**src/gww_pkg.sv**
```systemverilog
package gww_pkg;

   // Fixed field widths.
   localparam int BYTE_W  = 8;
   localparam int WIDTH_W = 6;
   localparam int LINE_W  = 7;

   // Character codes and limits.
   localparam logic [BYTE_W-1:0]  CHAR_SPACE = 8'h20;
   localparam logic [BYTE_W-1:0]  CHAR_NL    = 8'h0A;
   localparam logic [BYTE_W-1:0]  CHAR_TAB   = 8'h09;
   localparam logic [BYTE_W-1:0]  CHAR_CR    = 8'h0D;
   localparam logic [WIDTH_W-1:0] MIN_WRAP   = 6'd10;
   localparam logic [LINE_W-1:0]  LINE_SAT   = 7'd127;

   // Command broadcast from the controller to every cell of the word chain.
   typedef struct packed {
      logic               shift;
      logic               load;
      logic [WIDTH_W-1:0] wr_idx;
      logic [BYTE_W-1:0]  wr_byte;
   } cell_cmd_type;

   // Emitter phases.
   typedef enum logic [4:0] {
      ST_IDLE = 5'b00001,
      ST_PRE  = 5'b00010,
      ST_WORD = 5'b00100,
      ST_CHAR = 5'b01000,
      ST_TAIL = 5'b10000
   } emit_state_type;

   // True for space, tab, newline, vertical tab, form feed and return.
   function automatic logic is_space(input logic [BYTE_W-1:0] c);
      is_space = (c == CHAR_SPACE) || ((c >= CHAR_TAB) && (c <= CHAR_CR));
   endfunction

endpackage

```
**src/gww_cell.sv**
```systemverilog
module gww_cell #(
   parameter int INDEX = 0
) (
   input  logic                            clock,
   input  gww_pkg::cell_cmd_type           cmd,
   input  logic [gww_pkg::BYTE_W-1:0]      next_byte,
   output logic [gww_pkg::BYTE_W-1:0]      cell_byte
);

   logic [gww_pkg::BYTE_W-1:0] byte_ff;
   logic [gww_pkg::BYTE_W-1:0] byte_in;

   // Take the neighbor's byte on a shift, or the new word byte when addressed.
   always_comb begin
      byte_in = byte_ff;
      if (cmd.shift) begin
         byte_in = next_byte;
      end else if (cmd.load && (cmd.wr_idx == gww_pkg::WIDTH_W'(INDEX))) begin
         byte_in = cmd.wr_byte;
      end
   end

   always_ff @(posedge clock) begin
      byte_ff <= byte_in;
   end

   assign cell_byte = byte_ff;

endmodule

```
**src/gww_ctrl.sv**
```systemverilog
module gww_ctrl #(
   parameter int WORD_MAX = 61
) (
   input  logic                              clock,
   input  logic                              reset,
   input  logic                              req_tvalid,
   output logic                              req_tready,
   input  logic [gww_pkg::BYTE_W-1:0]        req_tdata,
   input  logic                              req_tuser,
   output logic                              rsp_tvalid,
   input  logic                              rsp_tready,
   output logic [gww_pkg::BYTE_W-1:0]        rsp_tdata,
   output logic                              rsp_tlast,
   input  logic                              csr_wr_en,
   input  logic [gww_pkg::WIDTH_W-1:0]       csr_wr_data,
   input  logic [gww_pkg::BYTE_W-1:0]        head_byte,
   output gww_pkg::cell_cmd_type             cell_cmd
);

   localparam logic [gww_pkg::WIDTH_W-1:0] WMAX = gww_pkg::WIDTH_W'(WORD_MAX);

   gww_pkg::emit_state_type state_ff, state_in, after_pre, after_word, after_char;

   logic [gww_pkg::WIDTH_W-1:0] wrap_ff, wrap_in;
   logic [gww_pkg::WIDTH_W-1:0] word_len_ff, word_len_in;
   logic [gww_pkg::LINE_W-1:0]  line_len_ff, line_len_in;
   logic                        prev_nl_ff, prev_nl_in;
   logic [gww_pkg::WIDTH_W-1:0] cnt_ff, cnt_in;
   logic [gww_pkg::BYTE_W-1:0]  pre_byte_ff, pre_byte_in;
   logic [gww_pkg::BYTE_W-1:0]  char_ff, char_in;
   logic                        word_en_ff, word_en_in;
   logic                        char_en_ff, char_en_in;
   logic                        tail_en_ff, tail_en_in;
   logic                        rsp_valid_ff, rsp_valid_in;
   logic [gww_pkg::BYTE_W-1:0]  rsp_data_ff, rsp_data_in;
   logic                        rsp_last_ff, rsp_last_in;

   logic                        accept, emit_go, ws, is_nl, dump, fits, pre_en;
   logic [gww_pkg::BYTE_W-1:0]  emit_byte;
   logic [gww_pkg::LINE_W:0]    need;
   gww_pkg::emit_state_type     emit_next;

   assign req_tready = (state_ff == gww_pkg::ST_IDLE);
   assign accept     = req_tvalid && req_tready;
   assign emit_go    = (state_ff != gww_pkg::ST_IDLE) && (!rsp_valid_ff || rsp_tready);

   // Classify the incoming item against the current line and word.
   assign ws    = gww_pkg::is_space(req_tdata);
   assign is_nl = (req_tdata == gww_pkg::CHAR_NL);
   assign dump  = (word_len_ff >= wrap_ff) || (word_len_ff >= WMAX);
   assign need  = {1'b0, line_len_ff} + {2'b00, word_len_ff}
                + {{gww_pkg::LINE_W{1'b0}}, (line_len_ff != '0)};
   assign fits  = need <= {2'b00, wrap_ff};

   // Phase order after each phase, skipping the disabled ones.
   always_comb begin
      after_char = tail_en_ff ? gww_pkg::ST_TAIL : gww_pkg::ST_IDLE;
      after_word = char_en_ff ? gww_pkg::ST_CHAR : after_char;
      after_pre  = word_en_ff ? gww_pkg::ST_WORD : after_word;
   end

   // Byte driven out in the current phase and the phase that follows it.
   always_comb begin
      emit_byte = gww_pkg::CHAR_NL;
      emit_next = gww_pkg::ST_IDLE;
      case (state_ff)
         gww_pkg::ST_PRE: begin
            emit_byte = pre_byte_ff;
            emit_next = after_pre;
         end
         gww_pkg::ST_WORD: begin
            emit_byte = head_byte;
            emit_next = (cnt_ff == gww_pkg::WIDTH_W'(1)) ? after_word : gww_pkg::ST_WORD;
         end
         gww_pkg::ST_CHAR: begin
            emit_byte = char_ff;
            emit_next = after_char;
         end
         gww_pkg::ST_TAIL: begin
            emit_byte = gww_pkg::CHAR_NL;
            emit_next = gww_pkg::ST_IDLE;
         end
         default: begin
            emit_byte = gww_pkg::CHAR_NL;
            emit_next = gww_pkg::ST_IDLE;
         end
      endcase
   end

   // Plan the output of an accepted item and update the line state.
   always_comb begin
      word_len_in = word_len_ff;
      line_len_in = line_len_ff;
      prev_nl_in  = prev_nl_ff;
      pre_byte_in = pre_byte_ff;
      char_in     = char_ff;
      word_en_in  = word_en_ff;
      char_en_in  = char_en_ff;
      tail_en_in  = tail_en_ff;
      pre_en      = 1'b0;
      cell_cmd.shift   = emit_go && (state_ff == gww_pkg::ST_WORD);
      cell_cmd.load    = 1'b0;
      cell_cmd.wr_idx  = word_len_ff;
      cell_cmd.wr_byte = req_tdata;
      if (accept) begin
         word_en_in  = 1'b0;
         char_en_in  = 1'b0;
         tail_en_in  = 1'b0;
         char_in     = req_tdata;
         pre_byte_in = gww_pkg::CHAR_NL;
         if (req_tuser) begin
            // End of text: flush the word, then a closing newline.
            if (word_len_ff != '0) begin
               word_en_in = 1'b1;
               if (!fits) begin
                  pre_en = 1'b1;
               end else if (line_len_ff != '0) begin
                  pre_en      = 1'b1;
                  pre_byte_in = gww_pkg::CHAR_SPACE;
               end
            end
            tail_en_in  = 1'b1;
            word_len_in = '0;
            line_len_in = '0;
            prev_nl_in  = 1'b0;
         end else begin
            prev_nl_in = is_nl;
            if (!ws) begin
               if (!dump) begin
                  cell_cmd.load = 1'b1;
                  word_len_in   = word_len_ff + 1'b1;
               end else begin
                  // Word too long: it goes out on a line of its own.
                  pre_en      = 1'b1;
                  word_en_in  = 1'b1;
                  char_en_in  = 1'b1;
                  tail_en_in  = 1'b1;
                  word_len_in = '0;
                  line_len_in = '0;
               end
            end else if (prev_nl_ff) begin
               if (is_nl) begin
                  // Paragraph break.
                  pre_en      = 1'b1;
                  tail_en_in  = 1'b1;
                  line_len_in = '0;
               end else if ((line_len_ff != '0) && (line_len_ff < gww_pkg::LINE_SAT)) begin
                  line_len_in = line_len_ff + 1'b1;
               end
            end else if (word_len_ff != '0) begin
               word_en_in  = 1'b1;
               word_len_in = '0;
               if (fits) begin
                  if (line_len_ff != '0) begin
                     pre_en      = 1'b1;
                     pre_byte_in = gww_pkg::CHAR_SPACE;
                  end
                  line_len_in = need[gww_pkg::LINE_W-1:0];
               end else begin
                  pre_en      = 1'b1;
                  line_len_in = {1'b0, word_len_ff};
               end
            end
         end
      end
   end

   // Phase sequencing and the word byte counter.
   always_comb begin
      state_in = state_ff;
      cnt_in   = cnt_ff;
      if (accept) begin
         cnt_in = word_len_ff;
         if (pre_en) begin
            state_in = gww_pkg::ST_PRE;
         end else if (word_en_in) begin
            state_in = gww_pkg::ST_WORD;
         end else if (tail_en_in) begin
            state_in = gww_pkg::ST_TAIL;
         end
      end else if (emit_go) begin
         state_in = emit_next;
         if (state_ff == gww_pkg::ST_WORD) begin
            cnt_in = cnt_ff - 1'b1;
         end
      end
   end

   // Output register decouples the emitter from the result channel.
   always_comb begin
      rsp_valid_in = rsp_valid_ff;
      rsp_data_in  = rsp_data_ff;
      rsp_last_in  = rsp_last_ff;
      if (emit_go) begin
         rsp_valid_in = 1'b1;
         rsp_data_in  = emit_byte;
         rsp_last_in  = (emit_next == gww_pkg::ST_IDLE);
      end else if (rsp_tready) begin
         rsp_valid_in = 1'b0;
      end
   end

   // Width register; out-of-range values fall back to the maximum.
   always_comb begin
      wrap_in = wrap_ff;
      if (csr_wr_en) begin
         if ((csr_wr_data < gww_pkg::MIN_WRAP) || (csr_wr_data > WMAX)) begin
            wrap_in = WMAX;
         end else begin
            wrap_in = csr_wr_data;
         end
      end
   end

   always_ff @(posedge clock) begin
      if (reset) begin
         state_ff     <= gww_pkg::ST_IDLE;
         wrap_ff      <= WMAX;
         word_len_ff  <= '0;
         line_len_ff  <= '0;
         prev_nl_ff   <= 1'b0;
         rsp_valid_ff <= 1'b0;
      end else begin
         state_ff     <= state_in;
         wrap_ff      <= wrap_in;
         word_len_ff  <= word_len_in;
         line_len_ff  <= line_len_in;
         prev_nl_ff   <= prev_nl_in;
         rsp_valid_ff <= rsp_valid_in;
      end
   end

   always_ff @(posedge clock) begin
      cnt_ff      <= cnt_in;
      pre_byte_ff <= pre_byte_in;
      char_ff     <= char_in;
      word_en_ff  <= word_en_in;
      char_en_ff  <= char_en_in;
      tail_en_ff  <= tail_en_in;
      rsp_data_ff <= rsp_data_in;
      rsp_last_ff <= rsp_last_in;
   end

   assign rsp_tvalid = rsp_valid_ff;
   assign rsp_tdata  = rsp_data_ff;
   assign rsp_tlast  = rsp_last_ff;

endmodule

```
**src/greedy_word_wrap_stream.sv**
```systemverilog
// An item that produces no bytes leaves the block idle; for one that produces bytes,
// the emitter loads one byte per cycle into the output register when it is empty or taken.
// An item's first byte passes the phase register, then the output register; the next item
// is accepted once the last byte is in the output register, even if not yet taken.
// Reset clears the line state, sets the wrap width to WORD_MAX and leaves the word
// cells uninitialized; the block is ready in the cycle after reset drops.
module greedy_word_wrap_stream #(
   parameter int WORD_MAX = 61
) (
   input  logic                          clock,
   input  logic                          reset,
   input  logic                          req_tvalid,
   output logic                          req_tready,
   input  logic [gww_pkg::BYTE_W-1:0]    req_tdata,   // [7:0] text_byte
   input  logic                          req_tuser,   // [0] end_of_text
   output logic                          rsp_tvalid,
   input  logic                          rsp_tready,
   output logic [gww_pkg::BYTE_W-1:0]    rsp_tdata,   // [7:0] out_byte
   output logic                          rsp_tlast,   // last_of_run
   input  logic                          csr_wr_en,
   input  logic [gww_pkg::WIDTH_W-1:0]   csr_wr_data  // wrap_width
);

   gww_pkg::cell_cmd_type       cell_cmd;
   logic [gww_pkg::BYTE_W-1:0]  cell_data [WORD_MAX];

   gww_ctrl #(
      .WORD_MAX(WORD_MAX)
   ) u_ctrl (
      .clock       (clock),
      .reset       (reset),
      .req_tvalid  (req_tvalid),
      .req_tready  (req_tready),
      .req_tdata   (req_tdata),
      .req_tuser   (req_tuser),
      .rsp_tvalid  (rsp_tvalid),
      .rsp_tready  (rsp_tready),
      .rsp_tdata   (rsp_tdata),
      .rsp_tlast   (rsp_tlast),
      .csr_wr_en   (csr_wr_en),
      .csr_wr_data (csr_wr_data),
      .head_byte   (cell_data[0]),
      .cell_cmd    (cell_cmd)
   );

   // Word chain: bytes are written by position and shift toward cell zero as they go out.
   for (genvar i = 0; i < WORD_MAX; i++) begin : g_cell
      logic [gww_pkg::BYTE_W-1:0] next_byte;
      if (i == WORD_MAX - 1) begin : g_end
         assign next_byte = '0;
      end else begin : g_mid
         assign next_byte = cell_data[i+1];
      end
      gww_cell #(
         .INDEX(i)
      ) u_cell (
         .clock     (clock),
         .cmd       (cell_cmd),
         .next_byte (next_byte),
         .cell_byte (cell_data[i])
      );
   end

endmodule

```
**config.mk**
```make
export PLATFORM = sky130hd
export DESIGN_NAME = greedy_word_wrap_stream
export DESIGN_NICKNAME = d
export VERILOG_FILES = /design/src/gww_pkg.sv /design/src/gww_cell.sv /design/src/gww_ctrl.sv /design/src/greedy_word_wrap_stream.sv
export SDC_FILE = /design/constraint.sdc
export NUM_CORES = 1
export LEC_CHECK = 0
export BUFFER_PORTS_ARGS = -buffer_cell sky130_fd_sc_hd__buf_2
export CAP_MARGIN = 15
export CORE_ASPECT_RATIO = 1.75
export CORE_MARGIN = 2
export CORE_UTILIZATION = 52
export CTS_CLUSTER_DIAMETER = 200
export CTS_CLUSTER_SIZE = 25
export DETAILED_ROUTE_END_ITERATION = 12
export PLACE_DENSITY = 0.75
export SYNTH_ARGS = -nofsm -noshare
export SYNTH_HDL_FRONTEND = slang
export SYNTH_SLANG_ARGS = --single-unit
```
**constraint.sdc**
```tcl
create_clock -name clock -period 6.3 [get_ports clock]
set_input_delay 0.315 -clock clock [delete_from_list [all_inputs] [get_ports clock]]
set_output_delay 0.315 -clock clock [all_outputs]
set_load 0.005 [all_outputs]
```
==> results of run 1 <==
## worst paths after layout
check / endpoint / depth (start not counted)
worst min-delay path: u_ctrl.wrap_ff[1] / 3
worst max register to register: u_ctrl.state_ff[2] / 18
worst min register to register: u_ctrl.word_en_ff / 2
worst max-delay path: u_ctrl.state_ff[2] / 18
## per-layer routing
metal | global-route usage [%] | vias up
met5 | 0 | -
met4 | 10.39 | 0
met3 | 2.265 | 143
met2 | 39.41 | 523
met1 | 25.51 | 7110
li1 | - | 6785
## registers in the layout (all words and copies together), names as in the netlist
signal and flops:
g_cell.u_cell.cell_byte 488, u_ctrl.char_ff 8, u_ctrl.rsp_tdata 8, u_ctrl.line_len_ff 7, u_ctrl.cnt_ff 6, u_ctrl.word_len_ff 6
u_ctrl.wrap_ff 6, u_ctrl.state_ff 5, u_ctrl.pre_byte_ff 2, u_ctrl.char_en_ff 1, u_ctrl.prev_nl_ff 1, u_ctrl.rsp_tlast 1
u_ctrl.rsp_tvalid 1, u_ctrl.tail_en_ff 1, u_ctrl.word_en_ff 1
## area by class of cell
type,count,area [um2]
multi-input combinational,1335,6092
clock inverter,1,8.758
clock buffer,44,696.9
tap,566,708.2
inverter,21,78.83
timing repair buffer,84,543.0
fill,3497,19050
sequential,542,15920
## worst min-delay path, stage by stage
cell	delay, ns
sky130_fd_sc_hd__buf_2	0.10
sky130_fd_sc_hd__a2bb2oi_1	0.06
sky130_fd_sc_hd__nor2_1	0.07
## Yosys cell counts, drive strengths merged, types with 7 or more instances
library cell / count
edfxtp: 506
mux2i: 13
nand2: 1013
nand3: 13
a21oi: 22
nor2b: 7
inv: 21
clkbuf: 102
nor2: 37
o21ai: 72
nand2b: 9
nor3: 8
buf: 26
ha: 26
dfxtp: 36
xor2: 8
a22o: 11
## logic make-up after synthesis
| kind of cell | share of synthesized area, % |
|---|---|
| compound gates | 4.548 |
| xor+xnor | 0.4271 |
| fa+ha+maj | 1.619 |
| buf+inv | 2.568 |
| flops | 70.54 |
| mux | 0.5767 |
| simple gates | 19.72 |
## where the power goes
group / switching [W] / internal, W / total, W
Sequential: 0.0000733 / 0.00425 / 0.00432
Clock: 0.00105 / 0.000762 / 0.00181
Combinational: 0.000693 / 0.000260 / 0.000953
Total: 0.00181 / 0.00527 / 0.00708
## stage by stage
step	hold WS, ns	worst slack [ns]	power (W)
after floorplan	0.4139	1.823	0.004998
after global placement	0.4721	1.196	0.005294
after detailed placement	0.4827	1.033	0.005334
after CTS	0.004435	1.020	0.007100
after global routing	0.02628	0.8000	0.007330
final	0.02527	1.010	0.007081
==> results by group, run 1 <==
Floorplanning
  – Width of the chip: 161.5 um
  – Die outline area: 0.04513 mm2
  – Placeable core area: 0.04309 mm2
  – Cell Rows: 101
  – Starting density of the core: 52.36%
  – Die extent in y: 279.6 um
  – Count of pins on the block boundary: 31

Yosys
  – Mean area per synthesized cell: 11.14 um2
  – FFs w/ async S/R, synth: 0%
  – Unique masters post-synth: 64
  – Part of the Yosys area used for sequential elements: 70.54%
  – Count of flip-flops with a built-in enable after synthesis: 506
  – Area of the mapped netlist: 0.02256 mm2
  – Area leader, netlist: sky130_fd_sc_hd__edfxtp_1
  – Count of state elements after synthesis: 542
  – Cells after Synth: 2026
  – Flip-flop cell with the highest count after synthesis: sky130_fd_sc_hd__edfxtp_1
  – Net count after synthesis: 2074
  – Total number of yosys warnings: 0
  – Yosys top cell area share: 67.35%
  – Largest cells by area after synthesis: sky130_fd_sc_hd__edfxtp_1, sky130_fd_sc_hd__nand2_1, sky130_fd_sc_hd__dfxtp_1

Clock tree
  – CTS Root Buffer Type: sky130_fd_sc_hd__clkbuf_16
  – Post-CTS clock slew at the launch and capture registers of the worst setup and hold paths: 0.11 ns
  – Hold-fix buffers, CTS: 4
  – Bufs on Longest Clock Path: 3
  – Number of buffers inserted to repair setup after CTS: 0
  – CTS tree: built
  – Number of CTS-inserted buffers: 25
  – Clock H-tree levels: 1
  – Clock Sinks: 542
  – Worst skew pair latency: 0.57 ns
  – Number of gates resized after CTS: 0

Min path
  – Class of the worst hold path: in -> reg
  – Hold path startpoint: csr_wr_data[1]

STA
  – Clock Skews: 0.01884 ns
  – Worst slew margin relative to its limit: 20.31%
  – Final critical path time including I/O delays and setup: 5.290 ns
  – Setup_tns: 0 ns
  – Final Hold Fails: 0
  – Setup repair after global routing missed its margin: false
  – Maximum achievable frequency: 189.0 MHz
  – Number of max-slew violations in the final report: 0
  – Slew @ Worst Pin: 1.183 ns
  – Share of the clock period used by the worst path: 83.97%
  – Number of setup violations in the final report: 0

Worst setup path
  – Cell type of the slowest stage on the worst timing path: sky130_fd_sc_hd__or4b_2
  – Start point of the critical path: u_ctrl.line_len_ff[0]
  – Data required, critical path: 6.78 ns
  – Arrival time reported for the critical path endpoint: 5.77 ns
  – Worst setup SP type: flop
  – Kind of end point of the critical path: flop
  – Maximum single-stage delay on the critical path: 0.58 ns
  – Max Fanout on Critical Path: 9
  – Cells along the critical path: inv_1 > ha_1 > or4b_2 > nor3_1 > fa_1 > inv_1 > fa_1 > a21o_1 > a21oi_1 > xnor2_1 > ha_1 > and3_1 > o21ai_0 > nand3_1 > a221o_1 > a211oi_2 > o21ai_0 > a311oi_1
  – Kind of cell adding the most delay to the critical path: compound AO/OA/AOI/OAI gates
  – R2r startpoint: u_ctrl.line_len_ff[0]
  – Minimum setup slack among reg-to-reg paths: 1.01 ns
  – Startpoint-to-endpoint class of the critical path: reg -> reg
  – CP bufs+invs: 2

Pwr
  – Leakage: 8.679 nW
  – Power density over the cells: 294.5 mW/mm2
  – Worst ir drop on vdd: 0.0003899 V

Finish
  – Most common cell after layout, fill and taps aside: sky130_fd_sc_hd__nand2_1
  – Area growth from synthesis to layout: 6.566%
  – Final cell utilization of the core: 55.79%
  – Post-Layout Cell Count: 2593
  – Highest-count cells in the layout ignoring fill and taps: sky130_fd_sc_hd__nand2_1, sky130_fd_sc_hd__edfxtp_1, sky130_fd_sc_hd__o21ai_0
  – Number of diodes added for antenna fixing: 0
  – Fraction of layout cells with a size suffix above 1: 6.709%
  – Layout net count: 2057
  – Final cell area excluding filler cells: 0.02404 mm2

Global route
  – Global-route wire length before repair: 77200 um
  – Global route overflow: 0
  – Initial antenna violation count: 0
  – Largest net degree at the start of global routing: 161
  – Number of global-route vias before repair: 14480
  – GRT Overall Usage: 21.66%

Route
  – Via total after detailed routing: 14560
  – Metal1 wirelength: 18280 um
  – Routed met2 length: 25950 um
  – Sum of met3 wire segment lengths after detailed routing: 2525 um
  – Total Routed Length: 49180 um
  – Routed length per placed instance: 18.97 um
  – Detailed-route DRC error count: 0
  – Detailed Route Iter0 Violations: 1508
  – Detailed-routing iteration count for the pre-antenna-repair pass: 5
  – Post-detailed-route via-to-cell ratio: 5.616
  – Antenna-violating nets left: 0
  – Max layer used: met4

Placement
  – Placed instance count: 2516
  – Standard cell area after detailed placement: 0.02313 mm2
  – Placed wire-length estimate after detailed placement: 31490 um
  – Placer Congestion: 0.8863
  – PortBufs: 30

Job
  – Max-cap check violation count: 0

Status
  – Outcome: completed
Power figures use the tool's default switching activity.
==> run 2: changes to the inputs <==
clock period = 5.1 ns   (was 6.3 ns; I/O delays follow)
==> run 2 against run 1 <==
First-iteration DRC count grew 4.9%. Non-clock buffer count is 39 higher. Flip-flop and latch count stayed put. Final area increased by 1.6%. Maximum frequency increased by 8.8%. Power is 24% higher. Clock skew increased by 0.010 ns. Critical path depth unchanged.
==> results by group, run 2 (synthesis gave the netlist of run 1 again) <==
Global route
  – Global route overflow: 0
  – GRT Overall Usage: 21.73%
  – Initial antenna violation count: 0
  – Number of global-route vias before repair: 14640
  – Largest net degree at the start of global routing: 116
  – Global-route wire length before repair: 77520 um

STA
  – Share of the clock period used by the worst path: 95.36%
  – Worst slew margin relative to its limit: 29.50%
  – Setup repair after global routing missed its margin: false
  – Final Hold Fails: 0
  – Clock Skews: 0.02884 ns
  – Number of setup violations in the final report: 0
  – Final critical path time including I/O delays and setup: 4.864 ns
  – Number of max-slew violations in the final report: 0
  – Maximum achievable frequency: 205.6 MHz
  – Post-route setup slack: 0.2364 ns
  – Setup_tns: 0 ns
  – Slew @ Worst Pin: 1.057 ns

Pwr
  – Leakage: 8.896 nW
  – Power density over the cells: 360.1 mW/mm2
  – Cell internal pwr: 0.006546 W
  – Worst ir drop on vdd: 0.0004031 V
  – Switching Fraction: 25.63%
  – Share of total power in the clock network: 25.5%
  – Proportion of power drawn by flip-flops and latches: 60.6%
  – Gate power share: 13.9%
  – Net switching component of the power: 0.002256 W

Min path
  – Class of the worst hold path: in -> reg
  – Hold worst-path end: u_ctrl.char_ff[7]
  – Count of cells along the worst hold path: 1
  – Hold path startpoint: req_tdata[7]

Route
  – Detailed Route Iter0 Violations: 1582
  – Sum of met3 wire segment lengths after detailed routing: 2274 um
  – Max layer used: met4
  – Routed length per placed instance: 18.62 um
  – Routed met2 length: 26630 um
  – Post-detailed-route via-to-cell ratio: 5.597
  – Total Routed Length: 49010 um
  – Detailed-routing iteration count for the pre-antenna-repair pass: 5
  – Antenna-violating nets left: 0
  – Detailed-route DRC error count: 0
  – Metal1 wirelength: 18470 um
  – Via total after detailed routing: 14730

Floorplanning
  – Width of the chip: 161.5 um
  – Cell Rows: 101
  – Starting density of the core: 52.36%
  – Die extent in y: 279.6 um
  – Die outline area: 0.04513 mm2
  – Placeable core area: 0.04309 mm2
  – Count of pins on the block boundary: 31

Status
  – Outcome: completed

Finish
  – Most common cell after layout, fill and taps aside: sky130_fd_sc_hd__nand2_1
  – Fraction of layout cells with a size suffix above 1: 8.083%
  – Max reg flops: 488
  – Post-Layout Cell Count: 2632
  – Layout net count: 2096
  – Area growth from synthesis to layout: 8.318%
  – Highest-count cells in the layout ignoring fill and taps: sky130_fd_sc_hd__nand2_1, sky130_fd_sc_hd__edfxtp_1, sky130_fd_sc_hd__buf_4
  – Number of diodes added for antenna fixing: 0

Clock tree
  – Number of buffers inserted to repair setup after CTS: 0
  – Post-CTS clock slew at the launch and capture registers of the worst setup and hold paths: 0.10 ns
  – Number of CTS-inserted buffers: 25
  – CTS tree: built
  – Bufs on Longest Clock Path: 3
  – CTS Root Buffer Type: sky130_fd_sc_hd__clkbuf_16
  – Worst skew pair latency: 0.57 ns
  – Clock Sinks: 542
  – Clock H-tree levels: 1

Placement
  – Placed wire-length estimate after detailed placement: 32430 um
  – DP Worst Slack: 0.2291 ns
  – Placer Congestion: 0.8988
  – PortBufs: 30
  – Placed instance count: 2574

Worst setup path
  – Reg2Reg Depth: 18
  – Max Fanout on Critical Path: 7
  – Kind of end point of the critical path: flop
  – Arrival time reported for the critical path endpoint: 5.34 ns
  – Worst setup SP type: flop
  – Data required, critical path: 5.58 ns
  – Minimum setup slack among reg-to-reg paths: 0.24 ns
  – Maximum single-stage delay on the critical path: 0.57 ns
  – Endpoint of the worst-slack reg-to-reg timing path: u_ctrl.line_len_ff[4]
  – Cell type of the slowest stage on the worst timing path: sky130_fd_sc_hd__or4b_2
  – Cells along the critical path: inv_1 > ha_1 > or4b_2 > nor3_1 > fa_1 > inv_1 > fa_1 > a21o_1 > a21oi_1 > xnor2_1 > ha_1 > and3_1 > a41oi_1 > a221o_1 > buf_4 > mux2i_1 > o32ai_1 > a22o_1
  – Startpoint-to-endpoint class of the critical path: reg -> reg
  – R2r startpoint: u_ctrl.line_len_ff[0]

Job
  – Max-cap check violation count: 0
==> run 2: changes by cell type in the layout (fill, tap and decap cells not counted), sizes merged <==
| cell | previous run | this run |
|---|---|---|
| buf | 69 | 111 |
| dlygate4sd3 | 4 | 12 |
| clkbuf | 55 | 44 |
==> run 2: worst max-delay path by stage <==
stage                                 end  slack (ns)  cells past startpoint                   from
floorplan              u_ctrl.state_ff[2]        0.62                     18  u_ctrl.line_len_ff[0]
global placement       u_ctrl.state_ff[2]        0.31                     17  u_ctrl.line_len_ff[0]
detailed placement     u_ctrl.state_ff[2]        0.23                     18  u_ctrl.line_len_ff[0]
CTS                    u_ctrl.state_ff[2]        0.18                     18  u_ctrl.line_len_ff[0]
global route           u_ctrl.state_ff[2]        0.02                     18  u_ctrl.line_len_ff[0]
finish              u_ctrl.line_len_ff[4]        0.24                     18  u_ctrl.line_len_ff[0]
==> run 2: worst max-delay path: cells and delay by family, from the launching register on <==
family | cells | cell delay (ns)
AO/OA/AOI/OAI | 6 | 1.40
adder cells (fa/ha/maj) | 4 | 1.19
AND/OR/NAND/NOR | 3 | 1.06
buffers and inverters | 3 | 0.40
flip-flops | 1 | 0.35
XOR/XNOR | 1 | 0.19
multiplexers | 1 | 0.19
==> run 2: power groups by stage <==
| stage | logic [W] | registers, W | clock network, W |
|---|---|---|---|
| final | 0.00122 | 0.00533 | 0.00225 |
| after global routing | 0.00135 | 0.00535 | 0.00242 |
| after CTS | 0.00122 | 0.00533 | 0.00229 |
| after detailed placement | 0.00121 | 0.00543 | 0 |
| after global placement | 0.00117 | 0.00542 | 0 |
| after floorplan | 0.000765 | 0.00541 | 0 |
==> run 2: what timing repair did <==
item	in CTS	in global routing
gates resized for setup	0	0
endpoints found under the hold margin	7	0
setup endpoints to repair	0	1
hold buffers	12	0
==> run 2: through the flow <==
stage / hold WS [ns] / util, % / total power (W) / area, um2
floorplan: 0.3539 / - / 0.006174 / 22560
global placement: 0.4685 / 54.78 / 0.006593 / 23610
detailed placement: 0.4788 / 54.78 / 0.006639 / 23610
CTS: 0.01112 / 56.70 / 0.008840 / 24430
global route: 0.004472 / 56.71 / 0.009125 / 24440
finish: 0.03253 / 56.71 / 0.008801 / 24440
==> run 2: layout make-up <==
cell class / instances / area (um2)
multi-input cells: 1335 / 6092
fillers: 3444 / 18650
clock inverters: 1 / 8.758
flip-flops and latches: 542 / 15920
repair buffers: 123 / 938.4
clock buffers: 44 / 696.9
inverters: 21 / 78.83
well taps: 566 / 708.2
==> run 2: layer usage <==
metal	GRT usage, %	vias to the layer above
li1	-	6854
met1	26.03	7283
met2	40.55	491
met3	1.851	103
met4	7.967	0
met5	0	-
